File: src/rtl/kfi_div.sv
// Bit-serial restoring divider for the Q0.16 interpolation fraction.
// Computes floor((num << 16) / den) for num < den. No package use.
module kfi_div (
  input  logic        clk_i,
  input  logic        rst_ni,
  input  logic        start_i,
  input  logic [31:0] num_i,
  input  logic [31:0] den_i,
  output logic        done_o,
  output logic [15:0] quo_o
);

  logic [31:0] rem_q, rem_d;
  logic [31:0] den_q;
  logic [15:0] quo_q, quo_d;
  logic [4:0]  cnt_q, cnt_d;
  logic        busy_q, busy_d;
  logic        done_q, done_d;
  logic [32:0] shl;
  logic [32:0] sub;

  assign shl = {rem_q, 1'b0};
  assign sub = shl - {1'b0, den_q};

  always_comb begin
    rem_d  = rem_q;
    quo_d  = quo_q;
    cnt_d  = cnt_q;
    busy_d = busy_q;
    done_d = 1'b0;
    if (start_i) begin
      rem_d  = num_i;
      quo_d  = '0;
      cnt_d  = 5'd16;
      busy_d = 1'b1;
    end else if (busy_q) begin
      // one quotient bit a cycle
      if (shl >= {1'b0, den_q}) begin
        rem_d = sub[31:0];
        quo_d = {quo_q[14:0], 1'b1};
      end else begin
        rem_d = shl[31:0];
        quo_d = {quo_q[14:0], 1'b0};
      end
      cnt_d = cnt_q - 5'd1;
      if (cnt_q == 5'd1) begin
        busy_d = 1'b0;
        done_d = 1'b1;
      end
    end
  end

  always_ff @(posedge clk_i or negedge rst_ni) begin
    if (!rst_ni) begin
      busy_q <= 1'b0;
      done_q <= 1'b0;
      cnt_q  <= '0;
    end else begin
      busy_q <= busy_d;
      done_q <= done_d;
      cnt_q  <= cnt_d;
    end
  end

  always_ff @(posedge clk_i) begin
    rem_q <= rem_d;
    quo_q <= quo_d;
    if (start_i) begin
      den_q <= den_i;
    end
  end

  assign done_o = done_q;
  assign quo_o  = quo_q;

endmodule

File: config.mk
export PLATFORM = sky130hd
export DESIGN_NAME = kfi_div
export DESIGN_NICKNAME = d
export VERILOG_FILES = /design/src/rtl/kfi_div.sv
export SDC_FILE = /design/constraint.sdc
export NUM_CORES = 1
export LEC_CHECK = 0
export ABC_CLOCK_PERIOD_IN_PS = 5150
export BUFFER_PORTS_ARGS = -buffer_cell sky130_fd_sc_hd__buf_2
export CORE_MARGIN = 3
export CORE_UTILIZATION = 50
export CTS_CLUSTER_SIZE = 16
export DETAILED_ROUTE_END_ITERATION = 8
export PLACE_DENSITY_LB_ADDON = 0.08
export RECOVER_POWER = 50
export SLEW_MARGIN = 20
export SYNTH_ARGS = -nofsm -noshare
export SYNTH_HDL_FRONTEND = slang
export SYNTH_SLANG_ARGS = --single-unit
File: constraint.sdc
create_clock -name clk_i -period 5.15 [get_ports clk_i]
set_input_delay 0.515 -clock clk_i [delete_from_list [all_inputs] [get_ports clk_i]]
set_output_delay 0.515 -clock clk_i [all_outputs]
set_load 0.03 [all_outputs]
Word level (Yosys, flattened, before mapping):

Cells that the tools add are included.

* register bits: 87
* latch bits: 0
* RAM bits: 0
* ROM bits: 0
* input port bits: 67
* output and inout port bits: 17
* logic and storage cells: 23
* memories: 0

* $add $sub $neg: 2
* multiply operators: 0
* div/mod/pow operators: 0
* order comparisons: 1
* eq/ne operators: 1
* shift-type cells: 0
* mux-type cells: 12
* bitwise gates (word level): 0
* reductions and logical operators: 1

Operators by type and width (count)
* 2-to-1 mux 32 bit: 3
* >= comparator 33 x 32 -> 1 bit: 1
* subtractor 32 bit: 1
* 2-to-1 mux 5 bit: 2
* 2-to-1 mux 1 bit: 7
* equality test 5 x 1 -> 1 bit (second input constant): 1
* subtractor 5 x 1 -> 5 bit (second input constant): 1
* nonzero test 2 bit: 1

Logic depth before layout (Yosys ltp):

* depth in word-level cells: 4
* mapped depth: 13
* mapped depth without buffers: 10

Worst setup path after synthesis:

No wires, ideal clock.

* path kind: flip-flop to flip-flop
* from: register rem_q[18]
* to: register rem_q[10], data pin
* library setup time: 260 ps
* arrival time: 2604 ps
* required time: 4890 ps
* slack: 2286 ps
* stages on the path, launching flop included: 13
* path buffers: 3
* period minus slack after synthesis: 2864 ps
* path through: edfxtp_1 -> ha_1 -> buf_2 -> nand2_1 -> o21ai_1 -> o2111a_1 -> o21ai_2 -> a21oi_2 -> or2_1 -> buf_6 -> buf_6 -> mux2_4 -> mux2_2

* word-level cells in the longest chain between the ends: 4

Ends and longest elaborated chain
* from (decl): line 13 `logic [31:0] rem_q, rem_d;`
* from (signal assigned): line 66 `rem_q <= rem_d;`
* >= comparator 33 x 32 -> 1 bit: line 38 `if (shl >= {1'b0, den_q}) begin`
* 2-to-1 mux 32 bit: line 38
* 2-to-1 mux 32 bit: line 36 `end else if (busy_q) begin`
* 2-to-1 mux 32 bit: line 31 `if (start_i) begin`
* via rem_d[10]: line 13

The timed path passes the listed nets, and every way through them passes these cells. The select of a mux whose other input is x is not followed.
A chain may end at the register's enable or synchronous reset.

Final worst setup path:

* from: input start_i
* to: register rem_q[15], data pin

* word-level cells in the longest chain between the ends: 1

Ends and longest elaborated chain
* from (decl): line 6 `input logic start_i,`
* 2-to-1 mux 32 bit: line 31
* via rem_d[15]: line 13

The timed path passes the listed nets, and every way through them passes these cells.

==> metrics.yaml <==
worstHoldPathType: "in -> reg"
drv_cap: 1
clock.fmax_mhz: 270
drt-pass1-iter-count: 4
synth_cells: 541
grt_pass1_wl_um: 20800
layout_common_cells: "64 x edfxtp_1, 64 x buf_2, 49 x nor2_1, 43 x inv_1, 37 x nand2_1"
htreeDepth: 3
final_cell_area_um2: 6220
floorplan.initialDensity_pct: 52.8
fin_nets: 720
tightest_slew_ns: 2.42
fillCellCount: 930
maxSlewViolCount: 55
syn_area_per_cell_um2: 10.3
cp-start-kind: "input port"
dp_hpwl_um: 9080
synth_ff_type: "edfxtp_1"
min_period_ns: 3.70
leakagePower_nw: 2.77
relSlewSlack_pct: -61.1
finalWirelength_um: 12500
pin_count: 84
dieHeight_um: 112
power.density_nw_per_um2: 590
gr-usage-all-layers_pct: 20.5
hold_start: "den_i[7]"
crit_chain: "clkbuf_1 > clkbuf_2 > mux2_2"
row_count: 37
hold_violations: 0
finalSetupViolCount: 0
syn2layout_area_growth_pct: 11.6
overflow: 0
clock-skew-final_ns: 0.0151
io_buffers: 83
synth_edf_count: 64
cts_inserted_buffers: 9
fin_crit_sh_pct: 71.8
coreArea_um2: 10600
crit_start: "start_i"
worst_ep_required_time_ns: 5.28
die_w_um: 112
endpoint_kind: "register"
path_class: "in -> reg"
violations: "capacitance limit, slew limit"
regToRegStartpoint: "rem_q[19]$_DFFE_PP_"
clkLatencyLatePin_ns: 0.39
crit_path_max_fanout: 58
clockBufferDepth: 2
status: "finished with violations"
gp_congestion: 0.875
arrival_ns: 3.83
drc: 0
grt_max_degree: 59
clk_pin_slew_ns: 0.10
final-seq-area_um2: 2420
synth.distinct_cells: 59
rsz0062_at_grt: "no"
grt_pass1_vias: 4363
drt-initial-drc-count: 319
wl_per_cell_um: 16.5
die-area_um2: 12400
async_flop_share_pct: 8.05
syn_area_um2: 5570
multi_input_area_um2: 2880
cp_slowest_stage_delay_ns: 1.67
routed_via_density: 5.64
ant_nets: 0
cts-resized-gates: 0
cts_hold_buffers: 1
root_buffer: "clkbuf_8"
path_buf_inv: 2
cts_tree: "built"
cp_slowest_cell: "clkbuf_1"
vias: 4279
clock_sinks: 87
yosysSeqAreaShare_pct: 43.4
antenna_found_initial: 0
cp_top_family: "buffers and inverters"
diodes: 0
ys_seq_elements: 87
postCtsSetupBuffers: 0
fin_setup_tns_ns: 0
syn-num-nets: 643
yosys_warnings: 0
ir_worst_vdd_mv: 0.343
drive_above_1_share_pct: 19.3
place_area_um2: 6060
==> path summary, 6_finish.rpt <==
check                                             end  slack [ns]  cells after the start
worst max-delay path              rem_q[15]$_DFFE_PP_        1.45                      3
worst min-delay path               den_q[7]$_DFFE_PP_        0.30                      1
worst max register to register    rem_q[20]$_DFFE_PP_        1.68                     10
worst min register to register  quo_o[3]$_SDFFE_PP0P_        0.52                      2
max in group asynchronous        cnt_q[4]$_DFFE_PN0P_        4.34                      2
min in group asynchronous        cnt_q[2]$_DFFE_PN0P_        0.54                      2
==> worst reg2reg max path, delay by kind of cell (launching register included) <==
kind	cells	cell delay (ns)
DFF	1	0.41
and+or+nand+nor	2	0.27
buffers and inverters	1	0.45
adders and majority gates	1	0.44
muxes	2	0.62
AOI/OAI and AO/OA	4	1.03
==> cell usage after synthesis, drive strengths merged (5+ instances only) <==
cell	n	area, um2
nand2b	6	37.5
clkbuf	9	33.8
o21a	5	37.5
nand4	7	43.8
xnor2	17	149
mux2	31	402
o21ai	35	179
nor3	9	45.0
ha	34	425
buf	11	75.1
a21o	9	67.6
mux2i	22	220
o211ai	6	45.0
nor2b	9	56.3
edfxtp	64	1920
inv	43	161
a21oi	37	204
dfxtp	16	320
nand2	37	139
nor2	49	184
dfrtp	7	175
xor2	13	114
a221o	8	80.1
nor3b	8	60.1
==> final cells by class <==
type / instances / share of cell area (%)
multi-input combinational: 391 / 46.3
sequential: 87 / 38.9
timing repair buffer: 86 / 6.66
tap: 136 / 2.74
inverter: 43 / 2.60
clock buffer: 10 / 2.05
clock inverter: 6 / 0.725
==> metrics by stage <==
step	setup WS, ns	hold slack (ns)	cells	util (%)	power, W
after floorplan	2.29	0.219	541	-	0.00281
after global placement	1.74	0.352	742	57.4	0.00316
after detailed placement	1.69	0.358	742	57.4	0.00321
after CTS	1.70	0.276	759	59.2	0.00367
after global routing	1.01	0.265	759	58.9	0.00396
final	1.45	0.296	759	58.9	0.00367
==> state kept, by name, indices dropped and copies added, names as in the netlist <==
name,flops
busy_q,1
cnt_q,5
den_q,32
done_o,1
quo_o,16
rem_q,32
==> power breakdown <==
part	total [W]	switching (W)	internal, W
Combinational	0.00213	0.00114	0.000991
Sequential	0.00109	0.000110	0.000983
Clock	0.000447	0.000268	0.000179
Total	0.00367	0.00151	0.00215
==> routing by layer <==
metal	part of all wire (%)	global-route usage [%]	vias up
met5	0	0	-
met4	1.1	4.87	0
met3	6.1	6.96	11
met2	48	34.5	118
met1	45	25.6	2032
li1	-	-	2118
==> cell families after synthesis <==
family | count (synthesis) | synth area share (%)
AND/OR/NAND/NOR | 146 | 12.7
AO/OA/AOI/OAI | 127 | 15.1
flip-flops | 87 | 43.4
buffers and inverters | 63 | 4.85
multiplexers | 53 | 11.2
adder cells (fa/ha/maj) | 35 | 8.00
XOR/XNOR | 30 | 4.72
No activity file was read; power rests on OpenSTA's default activity.
