## src/rtl/kfi_pkg.sv

```systemverilog
// Shared types and codes for the keyframe interpolation block.
// Used by kfi_lane, the top level and the port checker.
package kfi_pkg;

  localparam int unsigned MaxKeysDef    = 64;
  localparam int unsigned StateDimDef   = 4;
  localparam int unsigned ControlDimDef = 4;
  localparam int unsigned MaxDim        = 4;
  localparam int unsigned FracW         = 16;

  localparam logic [1:0] MODE_APPEND = 2'd0;
  localparam logic [1:0] MODE_QUERY  = 2'd1;
  localparam logic [1:0] MODE_CLEAR  = 2'd2;
  // spare code: no table change, status ok
  localparam logic [1:0] MODE_UNUSED = 2'd3;

  typedef enum logic [1:0] {
    ST_OK    = 2'd0,
    ST_EMPTY = 2'd1,
    ST_DECR  = 2'd2,
    ST_FULL  = 2'd3
  } status_e;

  typedef struct packed {
    logic [1:0]         mode;
    logic [31:0]        time_point;
    logic signed [31:0] state_in_0;
    logic signed [31:0] state_in_1;
    logic signed [31:0] state_in_2;
    logic signed [31:0] state_in_3;
    logic signed [31:0] control_in_0;
    logic signed [31:0] control_in_1;
    logic signed [31:0] control_in_2;
    logic signed [31:0] control_in_3;
  } in_t;

  typedef struct packed {
    logic [1:0]         status;
    logic signed [31:0] state_out_0;
    logic signed [31:0] state_out_1;
    logic signed [31:0] state_out_2;
    logic signed [31:0] state_out_3;
    logic signed [31:0] control_out_0;
    logic signed [31:0] control_out_1;
    logic signed [31:0] control_out_2;
    logic signed [31:0] control_out_3;
    logic [6:0]         key_count;
  } out_t;

  // Per-lane strobes from the sequencer.
  typedef struct packed {
    logic ld0;   // capture earlier keyframe element
    logic ld1;   // capture later keyframe element
    logic mul;   // register (s1 - s0) * f
  } lane_ctl_t;

endpackage

```

## src/rtl/kfi_lane.sv

```systemverilog
// One interpolation lane: s0 + floor((s1 - s0) * f / 2^16) for one state element.
// Depends on kfi_pkg for the lane strobe struct.
module kfi_lane (
  input  logic                   clk_i,
  input  kfi_pkg::lane_ctl_t     ctl_i,
  input  logic signed [31:0]     rdata_i,
  input  logic [15:0]            frac_i,
  output logic signed [31:0]     res_o
);

  logic signed [31:0] s0_q;
  logic signed [31:0] s1_q;
  logic signed [49:0] prod_q;
  logic signed [32:0] delta;
  logic signed [49:0] prod_d;
  logic signed [49:0] shr;

  assign delta  = {s1_q[31], s1_q} - {s0_q[31], s0_q};
  assign prod_d = 50'(delta * $signed({1'b0, frac_i}));

  always_ff @(posedge clk_i) begin
    if (ctl_i.ld0) begin
      s0_q <= rdata_i;
    end
    if (ctl_i.ld1) begin
      s1_q <= rdata_i;
    end
    if (ctl_i.mul) begin
      prod_q <= prod_d;
    end
  end

  // arithmetic shift gives the floor for negative products too
  assign shr   = prod_q >>> 16;
  assign res_o = s0_q + shr[31:0];

endmodule

```

## config.mk

```make
export PLATFORM = sky130hd
export DESIGN_NAME = kfi_lane
export DESIGN_NICKNAME = d
export VERILOG_FILES = /design/src/rtl/kfi_pkg.sv /design/src/rtl/kfi_lane.sv
export SDC_FILE = /design/constraint.sdc
export NUM_CORES = 1
export LEC_CHECK = 0
export ABC_AREA = 1
export BUFFER_PORTS_ARGS = -buffer_cell sky130_fd_sc_hd__buf_4
export CORE_MARGIN = 5
export CORE_UTILIZATION = 70
export CTS_BUF_LIST = sky130_fd_sc_hd__clkbuf_16
export DETAILED_ROUTE_END_ITERATION = 7
export HOLD_SLACK_MARGIN = 0.12
export PLACE_DENSITY_LB_ADDON = 0.2
export SLEW_MARGIN = 10
export SYNTH_ARGS = -nofsm -noshare
export SYNTH_HDL_FRONTEND = slang
export SYNTH_SLANG_ARGS = --single-unit
```

## constraint.sdc

```tcl
create_clock -name clk_i -period 15.6 [get_ports clk_i]
set_input_delay 3.9 -clock clk_i [delete_from_list [all_inputs] [get_ports clk_i]]
set_output_delay 3.9 -clock clk_i [all_outputs]
set_load 0.05 [all_outputs]
```

Word-level counts from Yosys, hierarchy flattened
Cells that the tools add are included.
{ "totals": {"word_cells": 6, "input_bits": 52, "out_inout_bits": 32, "ff_bits": 112} }
{ "op_classes": {"n_mul": 1, "n_addsub": 2} }
{ "ops": {"columns": ["operator", "count"], "rows": [
  ["multiplier 33 x 17 -> 48 bit", 1],
  ["subtractor 32 x 32 -> 33 bit", 1],
  ["adder 32 bit", 1]
]} }

Logic depth before layout (Yosys ltp)
Gate-level depths: netlist of the first run.
{ "logic_depth": {"word_depth": 2, "ltp_mapped": 41, "depth_no_buf": 40} }

Least setup slack after synthesis of the first run
OpenSTA, ideal clock, no wires.
{ "synth_path": {"kind": "input-to-reg", "startpoint": "in frac_i[3]", "endpoint": "reg prod_q[47] (data pin)", "cell_stages": 25, "t_required_ns": 15.348, "arrival_ns": 9.086, "n_path_buf": 1, "setup_time_ns": 0.252, "path_slack_ns": 6.262, "cell_sequence": "clkbuf_1 > clkinv_1 > nor2_1 > fa_1 > inv_1 > fa_1 > inv_1 > fa_1 > fa_1 > fa_1 > inv_1 > fa_1 > inv_1 > ha_1 > nand2_1 > nor2_1 > inv_1 > nor2_1 > inv_1 > nor2_1 > nand3_1 > nand3_1 > inv_1 > nand2_1 > nand2_1"} }
{ "synth_between": {"elab_chain_len": 1} }
{ "synth_rtl": {"columns": ["element", "line", "source"], "rows": [
  ["start: declaration", "kfi_lane.sv:7", "input logic [15:0] frac_i,"],
  ["multiplier 33 x 17 -> 48 bit", "kfi_lane.sv:19", "assign prod_d = 50'(delta * $signed({1'b0, frac_i}));"],
  ["via prod_d[47]", "kfi_lane.sv:15", "logic signed [49:0] prod_d;"],
  ["end signal: assignment", "kfi_lane.sv:29", "prod_q <= prod_d;"],
  ["end: declaration", "kfi_lane.sv:13", "logic signed [49:0] prod_q;"]
]} }
The timed path passes the listed nets, and every way through them passes these cells.
A chain may end at the register's enable or synchronous reset.

Worst setup path after layout of the first run
{ "layout_path": {"startpoint": "in frac_i[3]", "endpoint": "reg prod_q[46] (data pin)"} }
Same word-level chain as after synthesis.

==> out/results.tsv, run 1 <==
metric	value	unit
min_period	10490	ps
fin_crit_sh	0.672	
layout_commonest_cell	inv_1	
numCtsBuffers	9	
crit_fanout	18	
synth.area.mux_share	0	
yosysWarningCount	0	
post-dp-hpwl	70.3	mm
final_cell_mix	797 x inv_1, 510 x nand2_1, 491 x fa_1	
worst_pin_slew	1200	ps
fin_area	0.0265	mm^2
yosysTopAreaCell	fa_1	
clk_path_buf_depth	2	
timing.critical_path.mode_cell	fa_1	
cts_setup_buffers	0	
finalNetCount	3914	
ctsHoldBuffers	0	
yosys.area_share.simple	0.200	
fp.coreArea	0.0357	mm^2
synth_compound_area_frac	0.0536	
synth.top_cell.area_share	0.388	
crit_chain	buf_4 > clkinv_1 > nor2_1 > fa_1 > inv_1 > fa_1 > inv_1 > fa_1 > fa_1 > fa_1 > inv_1 > fa_1 > inv_1 > ha_1 > inv_1 > nor3_1 > nand2_1 > nor2_1 > o21ai_0 > nand3_1 > xor2_1	
synth_edf_count	96	
yosys-top-cells-area	fa_1 39%, inv_1 12%, edfxtp_1 11%	
io_pins	84	
grt.overflow.total	0	
cts_max_level	3	
skew	8.77	ps
seq_area_frac_synth	0.114	
netlist_instances	3165	
startpoint_type	input pin	
hold_viol	0	
initial_core_util	0.710	
setup_slack	5110	ps
syn_area	0.0253	mm^2
busiest_layer	met2	
yosys_register_bits	96	
critPathMaxStageDelay	580	ps
clockRootBuffer	clkbuf_16	
place.gp.congestion	1.06	
ctsResizeCount	0	
synth_xor_area_frac	0.0258	
vias	22578	
rows	69	
synthAdderAreaFrac	0.475	
die-height	200	um
avgRoutedWirePerCell	23.0	um
viasPerCell	6.16	
avgSynthCellArea	8.00	um^2
hp-class	reg -> reg	
routed_wl	84.1	mm
drv_cap	0	
worst_setup_path_end_kind	register	
yosys_most_used_dff	edfxtp_1	
nFillCells	2587	
place_area	0.0263	mm^2
grt_max_degree	34	
critPathSlowestCell	fa_1	
clk_latency	360	ps
ant_nets	0	
critPathRequiredTime	15710	ps
clk_pin_slew	70	ps
grt_use_met3	0.115	
area_delta_synth_final	4.88	%
antenna_found_initial	2	
max_freq	95.4	MHz
die_w	200	um
synth_top_family_by_area	adder cells	
drc	0	
slew_headroom	0.198	
synth_nets	3883	
tns	0	ps
outcome	completed	
multi_input_area	0.0191	mm^2
tritoncts	built	
arrival	10600	ps
grt_pass1_wl	131	mm
first_iter_violations	2583	
port_buffers	83	
final-seq-area	0.00288	mm^2
async_flop_share	0	
path_class	in -> reg	
setup-violations-final	0	
utilization	0.745	
grtUsageTotal	0.422	
use_met1	0.535	
yosysUniqueCellTypes	46	
maxSlewViolCount	0	
drive_above_1_share	0.0500	
cts.sinks	96	
grt_pass1_vias	24076	
die-area	0.0401	mm^2
groute.layer.met2.usage	0.638	
rsz0062_at_grt	false	
post-place-ws	4940	ps
drt_pass1_iterations	7	
## cells by family (layout without fill, tap and decap cells)
group / after synthesis / after routing
compound gates: 235 / 235
xor+xnor: 72 / 72
fa+ha+maj: 666 / 666
buf+inv: 880 / 916
flops: 96 / 96
other cells: 0 / 1
simple gates: 1216 / 1216
## final timing paths
check / end / startpoint / slack (ps) / depth (start not counted)
setup / recovery: prod_q[46]$_DFFE_PP_ / frac_i[3] / 5110 / 21
hold / removal: prod_q[47]$_DFFE_PP_ / s1_q[31]$_DFFE_PP_ / 1070 / 7
setup reg to reg: prod_q[40]$_DFFE_PP_ / s0_q[0]$_DFFE_PP_ / 6660 / 31
hold reg to reg: prod_q[47]$_DFFE_PP_ / s1_q[31]$_DFFE_PP_ / 1070 / 7
## metal layers
| layer | share of wire | wire length (um) |
|---|---|---|
| met5 | 0.00015 | 13 |
| met1 | 0.34 | 28900 |
| met2 | 0.44 | 36800 |
| met4 | 0.089 | 7480 |
| met3 | 0.13 | 10900 |
## state kept, by name, summed over array words and instances (netlist names)
| register | cells |
|---|---|
| prod_q | 32 |
| s0_q | 32 |
| s1_q | 32 |
## final cells by class
class                   instances  share of cell area
diodes                          1           0.0000943
clock buffers                   9             0.00848
clock inverters                 7             0.00203
inverters                     808               0.114
multi-input cells            2189               0.719
flip-flops and latches         96               0.109
well taps                     461              0.0217
repair buffers                 92              0.0260
## Yosys cell counts, types with 10 or more instances
library cell / instances
edfxtp_1: 96
o21ai_0: 59
nand2_1: 510
fa_1: 491
xnor2_1: 21
ha_1: 175
a21oi_1: 101
nand3_1: 195
a31oi_1: 10
nor2_1: 418
buf_2: 13
xor2_1: 48
nand2_2: 12
o21bai_1: 17
nor4_1: 10
clkbuf_1: 49
a21o_1: 18
nand4_1: 13
nor3_1: 15
inv_1: 797
or2_2: 21
## critical path: cells and delay by family
family	cells	cell delay [ps]
and+or+nand+nor	5	1420
AOI/OAI and AO/OA	1	190
xor gates and xnor gates	1	90
buffers and inverters	7	1470
adders and majority gates	7	3530
## stage by stage
| step | instances | hold slack, ps |
|---|---|---|
| finish | 3663 | 1070 |
| global route | 3662 | 1140 |
| CTS | 3662 | 1060 |
| detailed placement | 3646 | 1040 |
| global placement | 3646 | 1010 |
| floorplan | 3165 | 909 |
Power of run 1 is left out: the tool's default activity adds up to more than one toggle a clock period on the data nets, which glitch-free logic cannot reach.
==> run 2, diff against run 1 <==
--- a/config.mk
+++ b/config.mk
@@ -8,7 +8,7 @@
 export ABC_AREA = 1
 export BUFFER_PORTS_ARGS = -buffer_cell sky130_fd_sc_hd__buf_4
 export CORE_MARGIN = 5
-export CORE_UTILIZATION = 70
+export CORE_UTILIZATION = 60
 export CTS_BUF_LIST = sky130_fd_sc_hd__clkbuf_16
 export DETAILED_ROUTE_END_ITERATION = 7
 export HOLD_SLACK_MARGIN = 0.12
==> constraint.sdc (replaced) <==
create_clock -name clk_i -period 8.45 [get_ports clk_i]
set_input_delay 2.1125 -clock clk_i [delete_from_list [all_inputs] [get_ports clk_i]]
set_output_delay 2.1125 -clock clk_i [all_outputs]
set_load 0.05 [all_outputs]
==> run 2 against run 1 <==
Worst hold slack better by 30 ps. Core utilization is 8.9 points lower. First-iteration DRC count is 10% lower. Critical endpoint unchanged. Largest cell class unchanged.
==> out/results.tsv, run 2 (synthesized netlist as in run 1, its figures left out) <==
metric	value	unit	change
outcome	completed		
max_freq	122	MHz	
grt_pass1_wl	127	mm	-3.1%
critPathSlowestCell	fa_1		
drc	0		unchanged
worst_pin_slew	1170	ps	-26.3 ps
tns	0	ps	unchanged
grtUsageTotal	0.356		-0.0653
antenna_found_initial	3		+1
grt_max_degree	34		unchanged
routed_wl	81.8	mm	-2.8%
clk_path_buf_depth	2		unchanged
drv_cap	0		unchanged
die_w	215	um	+7.6%
area_delta_synth_final	8.47	%	
post-dp-hpwl	70.1	mm	-0.33%
worst_setup_path_end_kind	register		
clk_pin_slew	90	ps	+20 ps
final_cell_count_no_fill	3832		+4.6%
cts.sinks	96		unchanged
grt_pass1_vias	22955		-4.7%
tritoncts	built		
skew	20.5	ps	+11.8 ps
fin_crit_sh	0.966		
fp.coreArea	0.0419	mm^2	+17%
hold_viol	0		unchanged
final_cell_mix	796 x inv_1, 509 x nand2_1, 489 x fa_1		
layout_commonest_cell	inv_1		
place.gp.congestion	1.00		-5.4%
drive_above_1_share	0.0793		+0.0293
path_buf_inv	9		+2
finalNetCount	4005		+2.3%
setup-violations-final	0		unchanged
cts_max_level	3		unchanged
path_class	reg -> reg		
critical-path-top-delay-family	adder cells		
ctsHoldBuffers	0		unchanged
first_iter_violations	2323		-10%
largestRegisters	prod_q (32), s0_q (32), s1_q (32)		
critPathRequiredTime	8570	ps	-7140 ps
numCtsBuffers	9		unchanged
rsz0062_at_grt	true		
crit_fanout	7		-11
startpoint_type	register		
clockRootBuffer	clkbuf_16		
nFillCells	3659		+41%
viasPerCell	5.75		-6.8%
avgRoutedWirePerCell	21.3	um	-7.1%
maxSlewViolCount	0		unchanged
initial_core_util	0.605		-0.105
io_pins	84		unchanged
ant_nets	0		unchanged
rows	75		+8.7%
grt.overflow.total	0		unchanged
setup_slack	283	ps	-4830 ps
port_buffers	83		unchanged
drt_pass1_iterations	6		-1
hp-class	reg -> reg		
rrSetupSlack	280	ps	-6380 ps
die-area	0.0464	mm^2	+16%
post-place-ws	-26.8	ps	-4970 ps
vias	22022		-2.5%
clk_latency	380	ps	+20 ps
slew_headroom	0.210		+0.0126
die-height	215	um	+7.6%
timing.critical_path.mode_cell	inv_1		
arrival	8280	ps	-2320 ps
critPathMaxStageDelay	550	ps	-30 ps
min_period	8170	ps	
dp_cells	3812		+4.6%
-- run 2: cell types whose count changed in the layout (fill, tap and decap cells not counted), sizes merged --
cell,previous run,this run
clkinvlp,1,2
clkinv,9,8
buf,92,183
-- run 2: final cells by class --
class | instances | area [um^2] | area share
antenna | 1 | 2.50 | 0.0000911
inverter | 808 | 3040 | 0.111
multi-input combinational | 2189 | 19100 | 0.697
clock inverter | 7 | 62.6 | 0.00228
clock buffer | 9 | 225 | 0.00820
tap | 539 | 674 | 0.0246
timing repair buffer | 183 | 1420 | 0.0519
sequential | 96 | 2880 | 0.105
-- run 2: metal layers --
layer  up-vias  GRT usage  share of wire
li1       9721          -              -
met1     10796      0.468           0.38
met2      1205      0.566           0.46
met3       298     0.0699          0.095
met4         2      0.190          0.066
met5         -          0        0.00016
-- run 2: path summary, 6_finish.rpt --
check                     startpoint                   end  depth (start not counted)
setup / recovery  s0_q[14]$_DFFE_PP_  prod_q[46]$_DFFE_PP_                         31
hold / removal    s1_q[31]$_DFFE_PP_  prod_q[47]$_DFFE_PP_                          7
setup reg to reg  s0_q[14]$_DFFE_PP_  prod_q[46]$_DFFE_PP_                         31
hold reg to reg   s1_q[31]$_DFFE_PP_  prod_q[47]$_DFFE_PP_                          7
-- run 2: timing repair --
| item | CTS | global route |
|---|---|---|
| setup endpoints to repair | 1 | 12 |
| gates resized for setup | 1 | 15 |
| buffers inserted | 2 | 1 |
-- run 2: stage by stage --
stage                util  area [um^2]  hold slack (ps)
finish              0.656        27500             1100
global route        0.656        27500             1180
CTS                 0.654        27400             1080
detailed placement  0.647        27100             1080
global placement    0.647        27100             1080
floorplan               -        25300              909
-- run 2: worst register-to-register path: cells and delay by family (launching register included) --
family,cells,cell delay (ps)
xor+xnor,1,190
flops,1,360
buf+inv,9,860
simple gates,8,1230
fa+ha+maj,8,3870
compound gates,5,1370
Power of run 2 is left out for the same reason.
